## src/design/adsr_pkg.sv

```systemverilog
// Shared constants, types, control structs and sine table builder for the ADSR voice.
`timescale 1ns / 1ps
`default_nettype none

package adsr_pkg;

    // Table and time format
    localparam int SINE_TABLE_BITS = 10;
    localparam int TIME_FRAC_BITS  = 24;
    localparam int SINE_N          = 1 << SINE_TABLE_BITS;
    localparam int SINE_Q          = SINE_N >> 2;
    localparam int PHASE_SHIFT     = TIME_FRAC_BITS - 8;

    localparam longint unsigned PI_HALF_Q30 = 64'd1686629713;

    // Noise generator
    localparam logic [15:0] LFSR_MASK = 16'hB400;
    localparam logic [15:0] LFSR_SEED = 16'hFFFF;

    // Shared divider: 48-bit dividend, 32-bit divisor, 16-bit quotient
    localparam int DIV_Q_W   = 16;
    localparam int DIV_D_W   = 32;
    localparam int DIV_N_W   = DIV_Q_W + DIV_D_W;
    localparam int DIV_CNT_W = $clog2(DIV_Q_W + 1);

    // Configuration port
    localparam int CFG_ADDR_W = 3;
    localparam int CFG_DATA_W = 32;

    localparam logic [CFG_ADDR_W-1:0] REG_ATTACK_LEN    = 3'd0;
    localparam logic [CFG_ADDR_W-1:0] REG_DECAY_LEN     = 3'd1;
    localparam logic [CFG_ADDR_W-1:0] REG_SUSTAIN_LEN   = 3'd2;
    localparam logic [CFG_ADDR_W-1:0] REG_RELEASE_LEN   = 3'd3;
    localparam logic [CFG_ADDR_W-1:0] REG_SUSTAIN_LEVEL = 3'd4;
    localparam logic [CFG_ADDR_W-1:0] REG_WAVE_SELECT   = 3'd5;

    // Wave select codes; anything above noise is silent
    localparam logic [2:0] WAVE_SINE     = 3'd0;
    localparam logic [2:0] WAVE_SQUARE   = 3'd1;
    localparam logic [2:0] WAVE_TRIANGLE = 3'd2;
    localparam logic [2:0] WAVE_NOISE    = 3'd3;
    localparam logic [2:0] WAVE_SILENT   = 3'd4;

    // Unity level in Q1.15
    localparam logic [16:0] ENV_ONE = 17'd32768;

    typedef enum logic [1:0] {
        STAGE_ATTACK  = 2'd0,
        STAGE_DECAY   = 2'd1,
        STAGE_SUSTAIN = 2'd2,
        STAGE_RELEASE = 2'd3
    } stage_t;

    typedef enum logic [2:0] {
        ENV_QUOT,
        ENV_DEC_ADD,
        ENV_DEC_SUB,
        ENV_LEVEL,
        ENV_ZERO
    } env_mode_t;

    typedef enum logic [3:0] {
        ST_IDLE,
        ST_CALC1,
        ST_CALC2,
        ST_CALC3,
        ST_MULT,
        ST_DIV_LOAD,
        ST_DIV_WAIT,
        ST_ENV,
        ST_PROD,
        ST_OUT
    } ctrl_state_t;

    typedef struct packed {
        logic [31:0] attack_len;
        logic [31:0] decay_len;
        logic [31:0] sustain_len;
        logic [31:0] release_len;
        logic [15:0] sustain_level;
        logic [2:0]  wave_select;
    } cfg_t;

    typedef struct packed {
        logic load_in;
        logic calc1;
        logic calc2;
        logic calc3;
        logic mult;
        logic div_start;
        logic env;
        logic prod;
        logic out_load;
    } dp_cmd_t;

    typedef struct packed {
        logic div_busy;
        logic out_free;
    } dp_status_t;

    // Full-cycle sine table, entry k in bits [16k+15:16k], two's complement Q1.15
    typedef logic [SINE_N-1:0][15:0] sine_rom_t;

    // Taylor term divide by (2n)(2n+1)
    function automatic longint unsigned taylor_div(input longint unsigned v, input int n);
        longint unsigned res;
        unique case (n)
            1:       res = v / 6;
            2:       res = v / 20;
            3:       res = v / 42;
            4:       res = v / 72;
            5:       res = v / 110;
            default: res = v / 156;
        endcase
        return res;
    endfunction

    // Quarter wave in Q1.15 from a Q30 series, r in 0..SINE_Q
    function automatic logic [15:0] quarter_sine(input longint unsigned r);
        longint unsigned x;
        longint unsigned x2;
        longint unsigned sum;
        longint unsigned term;
        longint unsigned v;
        int n;
        x    = (r * PI_HALF_Q30) / SINE_Q;
        x2   = (x * x) >> 30;
        sum  = x;
        term = x;
        for (n = 1; n <= 6; n++) begin
            term = taylor_div((term * x2) >> 30, n);
            if ((n & 1) != 0) begin
                sum = sum - term;
            end else begin
                sum = sum + term;
            end
        end
        v = (sum * 64'd32767 + (64'd1 << 29)) >> 30;
        if (v > 64'd32767) begin
            v = 64'd32767;
        end
        return v[15:0];
    endfunction

    function automatic sine_rom_t build_sine_rom();
        sine_rom_t rom;
        int k;
        int quad;
        int r;
        logic [15:0] v;
        for (k = 0; k < SINE_N; k++) begin
            quad = k / SINE_Q;
            r    = k % SINE_Q;
            if ((quad & 1) != 0) begin
                v = quarter_sine(64'(SINE_Q - r));
            end else begin
                v = quarter_sine(64'(r));
            end
            if ((quad & 2) != 0) begin
                rom[k] = -$signed(v);
            end else begin
                rom[k] = $signed(v);
            end
        end
        return rom;
    endfunction

endpackage

`default_nettype wire

```

## src/design/adsr_ctrl.sv

```systemverilog
// Sequencer that steps one item through the ADSR voice datapath.
`timescale 1ns / 1ps
`default_nettype none

module adsr_ctrl
    import adsr_pkg::*;
(
    input  wire logic       aclk,
    input  wire logic       aresetn,
    input  wire logic       in_valid,
    input  wire dp_status_t status,
    output logic            in_ready,
    output dp_cmd_t         cmd
);

    ctrl_state_t state_reg;
    ctrl_state_t state_next;

    always_ff @(posedge aclk) begin
        if (!aresetn) begin
            state_reg <= ST_IDLE;
        end else begin
            state_reg <= state_next;
        end
    end

    always_comb begin
        state_next = state_reg;
        unique case (state_reg)
            ST_IDLE:     if (in_valid) state_next = ST_CALC1;
            ST_CALC1:    state_next = ST_CALC2;
            ST_CALC2:    state_next = ST_CALC3;
            ST_CALC3:    state_next = ST_MULT;
            ST_MULT:     state_next = ST_DIV_LOAD;
            ST_DIV_LOAD: state_next = ST_DIV_WAIT;
            ST_DIV_WAIT: if (!status.div_busy) state_next = ST_ENV;
            ST_ENV:      state_next = ST_PROD;
            ST_PROD:     state_next = ST_OUT;
            ST_OUT:      if (status.out_free) state_next = ST_IDLE;
            default:     state_next = ST_IDLE;
        endcase
    end

    always_comb begin
        cmd      = '0;
        in_ready = 1'b0;
        unique case (state_reg)
            ST_IDLE: begin
                in_ready    = 1'b1;
                cmd.load_in = in_valid;
            end
            ST_CALC1:    cmd.calc1     = 1'b1;
            ST_CALC2:    cmd.calc2     = 1'b1;
            ST_CALC3:    cmd.calc3     = 1'b1;
            ST_MULT:     cmd.mult      = 1'b1;
            ST_DIV_LOAD: cmd.div_start = 1'b1;
            ST_DIV_WAIT: cmd           = '0;
            ST_ENV:      cmd.env       = 1'b1;
            ST_PROD:     cmd.prod      = 1'b1;
            ST_OUT:      cmd.out_load  = status.out_free;
            default:     cmd           = '0;
        endcase
    end

endmodule

`default_nettype wire

```

## config.mk

```make
export PLATFORM = sky130hd
export DESIGN_NAME = adsr_ctrl
export DESIGN_NICKNAME = d
export VERILOG_FILES = /design/src/design/adsr_pkg.sv /design/src/design/adsr_ctrl.sv
export SDC_FILE = /design/constraint.sdc
export NUM_CORES = 1
export LEC_CHECK = 0
export CAP_MARGIN = 10
export CORE_AREA = 2 2 39 41
export DETAILED_ROUTE_END_ITERATION = 8
export DIE_AREA = 0 0 41 43
export DONT_BUFFER_PORTS = 1
export PLACE_DENSITY = 0.41
export SYNTH_ARGS = -nofsm -noshare
export SYNTH_HDL_FRONTEND = slang
export SYNTH_SLANG_ARGS = --single-unit
export TNS_END_PERCENT = 1
```

## constraint.sdc

```tcl
create_clock -name aclk -period 1 [get_ports aclk]
set_input_delay 0.05 -clock aclk [delete_from_list [all_inputs] [get_ports aclk]]
set_output_delay 0.05 -clock aclk [all_outputs]
set_load 0.1 [all_outputs]
```

# Word level (Yosys, flattened, before mapping)
# Cells that the tools add are included.
[totals] latch_bits=0 word_cells=29 rom_bits=0 n_memories=0 ramBits=0 output_inout_bits=10 ff_bits=4
[classes] add_sub_neg=0 n_shift=0 multipliers=0 reduce_logical=2 magnitude_cmp=0 n_div=0 muxes=14 n_eq_ne=12 n_bitwise=0
[op_table] operator="one-hot mux 4 bit (10 select lines)" count=1
[op_table] operator="== test 4 x 3 -> 1 bit (second input constant)" count=4
[op_table] operator="two-way mux 4 bit" count=3
[op_table] operator="two-way mux 1 bit" count=10
[op_table] operator="== test 4 x 2 -> 1 bit (second input constant)" count=2
[op_table] operator="== test 4 bit (second input constant)" count=2
[op_table] operator="!= test 2 bit (second input constant)" count=3
[op_table] operator="== test 4 x 1 -> 1 bit (second input constant)" count=1
[op_table] operator="logical NOT 4 bit" count=1
[op_table] operator="AND reduction 3 bit" count=1

# Logic depth before layout (Yosys ltp)
# Gate-level depths: netlist of run 1.
[logic_depth] ltp_word=3 mapped_depth=4 depth_no_buf=3

# Least setup slack after synthesis of run 1
# OpenSTA, ideal clock, no wires.
[synth_timing] path_kind="register -> output" startpoint="register state_reg[1]" endpoint="output cmd[8] (netlist bit)" path_stages_with_launch=4 slack_ns=-2.189 required_time_ns=0.950 arrival_time_ns=3.139 path_cell_list="dfxtp_1 buf_2 nor4_2 and2_1"
[synth_rtl] item="start, declared" line_no="adsr_ctrl.sv:16" rtl="ctrl_state_t state_reg;"
[synth_rtl] item="start signal, assigned" line_no="adsr_ctrl.sv:23" rtl="state_reg <= state_next;"
[synth_rtl] item="end, declared" line_no="adsr_ctrl.sv:13" rtl="output dp_cmd_t cmd"

==> impl_metrics.ini, run 1 <==
[global_routing]
gr-total-overflow = 0
first_global_vias = 353
grtUsageTotal = 0.1247
grt_pass1_wl_um = 1497
grt_max_degree = 7
antenna_found_initial = 0

[floorplanning]
die_h_um = 43
start_util = 0.1899
core_area_um2 = 1384
fp.dieArea_um2 = 1763
die-width_um = 41
row_count = 14
ios = 15

[sta]
setup_violations = 12
worst_pin_slew_ps = 278.1
slew_headroom = 0.8161
fin_ws_ps = -305.1
min_period_over_period = 1.305
maxSlewViolCount = 0
fmax_mhz = 766.2
hold_viol = 0
rsz0062_at_grt = yes
skew_ps = 0.7671
min_period_ps = 1305

[routing]
totalWireLength_um = 925
postRouteAntennaNets = 0
drt_iter0_drc = 3
drc = 0
wire_per_inst_um = 12.85
drtPass1Iterations = 2
num_vias = 319
vias_per_cell = 4.431

[hold_path]
hp-start = status[0]
hold_end = state_reg[3]
hold_path_class = in2reg
whs_path_depth = 2

[synthesis]
netlist_area_um2 = 262.8
syn-instance-count = 32
synth_seq_area_share = 0.3048
ys.flop_type = dfxtp_1
synth_edf_count = 0
ys_warn_count = 0
yosysMostFrequentCell = nor3_1
ys_types = 17
syn_avg_cell_area_um2 = 8.211
ys_ff_latch = 4
synthTopCellsByCount = 7 x nor3_1, 4 x dfxtp_1, 4 x nand2b_1, 4 x nor2_1
synth_top_area_frac = 0.3048
yosysTopAreaCell = dfxtp_1
synthArstFlopShare = 0
synth.top_cells.by_area = dfxtp_1 30%, nor3_1 13%, nand2b_1 9.5%
synth_nets = 37

[setup_path]
worstPathArrival_ps = 1260
crit-reg2reg-launch = state_reg[1]
max_stage_delay_ps = 370
setup.worst_path.class = reg2out
cp_num_buf_inv = 1
crit_slowest_cell = dfxtp_4
worstPathCellList = nor4_4, and2_4, buf_12
rrSetupSlack_ps = -60
cp_max_fo = 6
end_kind = output pin
worstPathRequired_ps = 950
critPathLaunchType = flop
critPathTopFamily = simple AND/OR/NAND/NOR gates
r2r_end = state_reg[0]
reg2regPathDepth = 5

[power_and_ir_drop]
ir_drop_mv = 0.6717
fin_total_pwr_uw = 845.0
leakage_nw = 0.2733
p_per_area_nw_per_um2 = 1155

[finish]
finalNonFillerCells = 72
largest_reg_flops = 4
fillers = 125
nets = 63
area_delta_synth_final_pct = 178.6
drive_gt1_frac = 0.8036
antenna_cells = 0

[place]
dpl.cell_count = 66
portBuffers = 0
routabilityCongestion = 0.7309
dp_hpwl_um = 681

[cts]
clk_path_buf_depth = 2
htreeDepth = 1
cts_tree = built
clk_pin_slew_ps = 40
cts_sinks = 4
worstSkewPairLatency_ps = 230
root_buffer = clkbuf_4
numCtsBuffers = 3

[job]
cap_violations = 0

[outcome]
violations = setup timing
status = complete, but fails checks
## area by class of cell
cell class | count | area (um2) | share of cell area
clock buffer | 3 | 22.52 | 0.03077
inverter | 1 | 3.754 | 0.005128
multi-input combinational | 25 | 290.3 | 0.3966
sequential | 4 | 92.59 | 0.1265
tap | 16 | 20.02 | 0.02735
timing repair buffer | 23 | 302.8 | 0.4137
## layout by cell type, fill, tap and decap left out
cell           count
clkbuf_4           3
a31oi_1            1
nand2b_1           2
and2_4             1
nor2_4             2
a21oi_1            1
buf_4              9
a22o_1             1
buf_6              4
a211oi_4           1
dlygate4sd3_1      1
nand2_2            1
xor2_1             1
o21a_1             1
nor3_4             7
nand2b_4           3
nor4_4             1
nor2_1             2
dfxtp_4            3
dfxtp_2            1
buf_12             9
inv_1              1
## cell families (layout without fill, tap and decap cells)
kind of cell,Yosys count,in the layout,synth area share
AOI/OAI and AO/OA,5,5,0.1524
xor gates and xnor gates,1,1,0.03334
buffers and inverters,3,27,0.07616
DFF,4,4,0.3048
and+or+nand+nor,19,19,0.4333
## power by group
part / internal [mW] / total, mW / switching [mW]
Combinational: 0.176 / 0.454 / 0.278
Sequential: 0.170 / 0.190 / 0.0200
Clock: 0.134 / 0.201 / 0.0669
Total: 0.480 / 0.845 / 0.365
## through the flow
stage                     hold WS [ps]  setup slack, ps  instance area, um2  utilization  setup TNS [ps]
final                            58.52           -305.1               732.0       0.5289           -2528
after global routing             60.44           -348.0               732.0       0.5289           -3081
after CTS                        72.11           -321.8               703.2       0.5081           -2730
after detailed placement         173.4           -148.2               613.1       0.4430           -1112
after global placement           170.6           -117.4               613.1       0.4430          -784.1
after floorplan                  167.7            -1097               306.5            -           -9119
## timing repair
item / 4_1_cts / 5_1_grt
gates resized for setup: 13 / 6
endpoints found under the hold margin: 2 / 0
hold buffers: 1 / 0
setup endpoints to repair: 13 / 13
buffers inserted: 2 / 0
pin swaps: 3 / 2
## routing by layer
| metal | up-vias | part of all wire | GRT usage |
|---|---|---|---|
| met5 | - | 0 | 0 |
| met4 | 0 | 0 | 0.04000 |
| met3 | 0 | 0.039 | 0.03141 |
| met2 | 11 | 0.58 | 0.2094 |
| met1 | 151 | 0.38 | 0.1456 |
| li1 | 157 | - | - |
## worst max-delay path by stage
| stage | cells after the start | start | slack (ps) | end |
|---|---|---|---|---|
| floorplan | 2 | state_reg[0] | -1100 | cmd[8] |
| global placement | 4 | state_reg[0] | -120 | cmd[7] |
| detailed placement | 4 | state_reg[0] | -150 | cmd[7] |
| finish | 3 | state_reg[0] | -310 | cmd[8] |
| CTS | 4 | state_reg[1] | -320 | cmd[7] |
| global route | 3 | state_reg[0] | -350 | cmd[8] |
Note: power is estimated with default switching activity, not from simulation.
==> inputs of run 2 (changes only) <==
- PLACE_DENSITY: 0.41 -> 0.4
- clock period: 1 -> 1.6 ns (I/O delays scaled with it)
==> impl_metrics.ini, run 2 (synthesized netlist as in run 1, its figures left out) <==
[outcome]
status = completed

[job]
cap_violations = 0

[hold_path]
whs_path_depth = 2
hold_path_class = in2reg
hold_end = state_reg[1]
hp-start = aresetn

[power_and_ir_drop]
p_per_area_nw_per_um2 = 809.7
fin_total_pwr_uw = 476.1
leakage_nw = 0.2110
ir_drop_mv = 0.4575

[finish]
area_delta_synth_final_pct = 123.8
antenna_cells = 0
final_core_util = 0.4250
design_area_um2 = 588.1
final_common_cell = buf_12
mostFrequentLayoutCells = 9 x buf_12, 6 x nor3_4, 4 x nand2b_1
drive_gt1_frac = 0.6522
finalNonFillerCells = 62
nets = 53
largest_reg_flops = 4

[sta]
min_period_over_period = 0.8736
fin_ws_ps = 202.3
fmax_mhz = 715.5
skew_ps = 8.681
setup_violations = 0
hold_viol = 0
worst_pin_slew_ps = 363.8
tns_ps = 0
rsz0062_at_grt = no
maxSlewViolCount = 0
slew_headroom = 0.7572
min_period_ps = 1398
hold_slack_ps = 46.68

[global_routing]
gr-total-overflow = 0
grt_max_degree = 10
grt_pass1_wl_um = 1124
antenna_found_initial = 0
grtUsageTotal = 0.1026
first_global_vias = 259

[setup_path]
cp_max_fo = 6
end_kind = output pin
setup.worst_path.class = reg2out
worstSetupStartpoint = state_reg[3]
cp_num_buf_inv = 1
worstPathRequired_ps = 1520
r2r_end = state_reg[3]
worstPathCellList = nand2b_1, nor2_2, buf_12
worstPathArrival_ps = 1320
crit-reg2reg-launch = state_reg[3]
critPathTopFamily = simple AND/OR/NAND/NOR gates
critPathLaunchType = flop
crit_slowest_cell = dfxtp_1
max_stage_delay_ps = 400
rrSetupSlack_ps = 410
reg2regPathDepth = 3

[cts]
root_buffer = clkbuf_4
htreeDepth = 1
cts_sinks = 4
cts_tree = built
numCtsBuffers = 3
worstSkewPairLatency_ps = 240
clk_pin_slew_ps = 40
clk_path_buf_depth = 2

[floorplanning]
fp.dieArea_um2 = 1763
row_count = 14
die_h_um = 43
ios = 15
die-width_um = 41
core_area_um2 = 1384
start_util = 0.1899

[routing]
drc = 0
drtPass1Iterations = 2
wire_per_inst_um = 10.89
postRouteAntennaNets = 0
drt_iter0_drc = 1
totalWireLength_um = 675
vias_per_cell = 4.452
num_vias = 276

[place]
preCtsSetupSlack_ps = 248.1
dp_hpwl_um = 583.3
dpl.cell_count = 58
dpl_cell_area_um2 = 553.0
routabilityCongestion = 0.7880
portBuffers = 0
## run 2: area by class of cell
class / count / area (um2)
fillers: 142 / 795.8
multi-input cells: 25 / 246.5
repair buffers: 13 / 212.7
flip-flops and latches: 4 / 82.58
clock buffers: 3 / 22.52
well taps: 16 / 20.02
inverters: 1 / 3.754
## run 2: worst max-delay path by stage
stage,slack (ps),cells past startpoint,to
floorplan,-530,2,cmd[8]
global placement,290,3,cmd[0]
detailed placement,250,3,cmd[0]
CTS,0.5,3,cmd[0]
global route,120,3,cmd[7]
finish,200,3,cmd[2]
## run 2: power breakdown
group	switching, mW	total (mW)	internal, mW
clock	0.0451	0.129	0.0842
combinational	0.145	0.218	0.0732
sequential	0.0211	0.129	0.108
total	0.211	0.476	0.265
## run 2: per-layer routing
layer  up-vias  GRT usage  routed length (um)
li1        140          -                   -
met1       122     0.1294                 265
met2        12     0.1188                 336
met3         2    0.07853                  65
met4         0    0.06000                   7
met5         -          0                   0
## run 2: worst register-to-register path, delay by kind of cell (launching register included)
family	cells	cell delay, ps
compound gates	1	180
flops	1	530
simple gates	2	370
## run 2: repair_timing
action	CTS	global route
hold buffers	1	0
resized for setup	0	2
hold endpoints to repair	2	0
endpoints found under the setup margin	0	6
setup buffers	0	0
==> inputs of run 3 (changes only) <==
- CELL_PAD_IN_SITES_DETAIL_PLACEMENT: not set -> 1
- CELL_PAD_IN_SITES_GLOBAL_PLACEMENT: not set -> 1
- PLACE_DENSITY: 0.4 -> 0.49
==> impl_metrics.ini, run 3 (synthesized netlist as in run 1, its figures left out) <==
[outcome]
status = completed

[cts]
worstSkewPairLatency_ps = 250
clk_pin_slew_ps = 40
htreeDepth = 1
post_cts_buffers = 0
cts_sinks = 4
root_buffer = clkbuf_4
clk_path_buf_depth = 2
numCtsBuffers = 3
cts_tree = built

[setup_path]
r2r_end = state_reg[3]
reg2regPathDepth = 3
end_kind = output pin
worstPathArrival_ps = 1360
cp_max_fo = 8
critPathLaunchType = flop
setup.worst_path.class = reg2out
crit_end = cmd[0]
rrSetupSlack_ps = 390
worstPathRequired_ps = 1520
crit-reg2reg-launch = state_reg[3]
worstSetupStartpoint = state_reg[0]

[global_routing]
use_met2 = 0.1563
grt_max_degree = 10
grt-busiest-layer = met2
use_met3 = 0.03141
grtUsageTotal = 0.1198
grt_util_met1 = 0.1364
antenna_found_initial = 0
first_global_vias = 303
gr-total-overflow = 0
grt_pass1_wl_um = 1317

[power_and_ir_drop]
leakage_nw = 0.2110
p_int_uw = 265.2
p_seq_frac = 0.269
switching_share = 0.4505
p_per_area_nw_per_um2 = 820.6
power_frac_clock = 0.277
power_switching_uw = 217.4
fin_total_pwr_uw = 482.6
ir_drop_mv = 0.5436
comb_power_share = 0.453

[floorplanning]
fp.dieArea_um2 = 1763
start_util = 0.1899
die_h_um = 43
core_area_um2 = 1384
ios = 15
row_count = 14
die-width_um = 41

[routing]
wire_per_inst_um = 12.40
drc = 0
postRouteAntennaNets = 0
num_vias = 299
vias_per_cell = 4.823
drt_iter0_drc = 1
drtPass1Iterations = 2
totalWireLength_um = 769

[finish]
area_delta_synth_final_pct = 123.8
drive_gt1_frac = 0.6522
largest_reg_flops = 4
nets = 53
design_area_um2 = 588.1
fillers = 153
final_common_cell = buf_12
antenna_cells = 0
mostFrequentLayoutCells = 9 x buf_12, 6 x nor3_4, 4 x nand2b_1
final_core_util = 0.4250

[sta]
worst_pin_slew_ps = 381.8
min_period_ps = 1440
rsz0062_at_grt = no
fin_ws_ps = 160.1
fmax_mhz = 694.5
skew_ps = 9.566
hold_slack_ps = 38.94
slew_headroom = 0.7451
setup_violations = 0
hold_viol = 0
min_period_over_period = 0.8999
maxSlewViolCount = 0

[hold_path]
hold_path_class = in2reg
whs_path_depth = 2

[place]
portBuffers = 0
dp_hpwl_um = 640.3
dpl_cell_area_um2 = 553.0
routabilityCongestion = 0.7099
preCtsSetupSlack_ps = 216.1

[job]
cap_violations = 0
run 3: stage by stage:
stage | setup TNS (ps) | std cells
3_5_place_dp | 0 | 58
4_1_cts | 0 | 62
6_report | 0 | 62
5_1_grt | 0 | 62
3_3_place_gp | 0 | 58
2_1_floorplan | -2846 | 32
run 3: cell type report:
cell class                 instances  area (um2)  share of cell area
inverter                           1       3.754            0.006383
tap                               16       20.02             0.03404
timing repair buffer              13       212.7              0.3617
sequential                         4       82.58              0.1404
clock buffer                       3       22.52             0.03830
multi-input combinational         25       246.5              0.4191
run 3: layer usage:
metal | part of all wire | wire (um)
met2 | 0.54 | 415
met1 | 0.36 | 277
met5 | 0 | 0
met3 | 0.052 | 40
met4 | 0.047 | 36
run 3: how the worst min path moves through the flow:
stage                       start  slack, ps      endpoint
after floorplan           aresetn        200  state_reg[3]
after global placement    aresetn        210  state_reg[3]
after detailed placement  aresetn        210  state_reg[3]
after CTS                 aresetn         40  state_reg[1]
after global routing      aresetn         60  state_reg[1]
final                     aresetn         40  state_reg[1]
run 3: timing repair:
item	4_1_cts	5_1_grt
endpoints found under the setup margin	3	0
gates resized for setup	2	0
hold endpoints to repair	2	0
hold buffers	1	0
run 3: worst max-delay path: stages, from the launching register on:
cell	delay, ps
dfxtp_2	470
nand2b_1	230
nor3_4	200
buf_12	200
run 3: power by group through the flow:
stage	combinational, mW	sequential, mW	clock [mW]
final	0.219	0.130	0.134
after global routing	0.226	0.132	0.147
after CTS	0.221	0.130	0.142
after detailed placement	0.218	0.131	0
after global placement	0.217	0.129	0
after floorplan	0.162	0.115	0
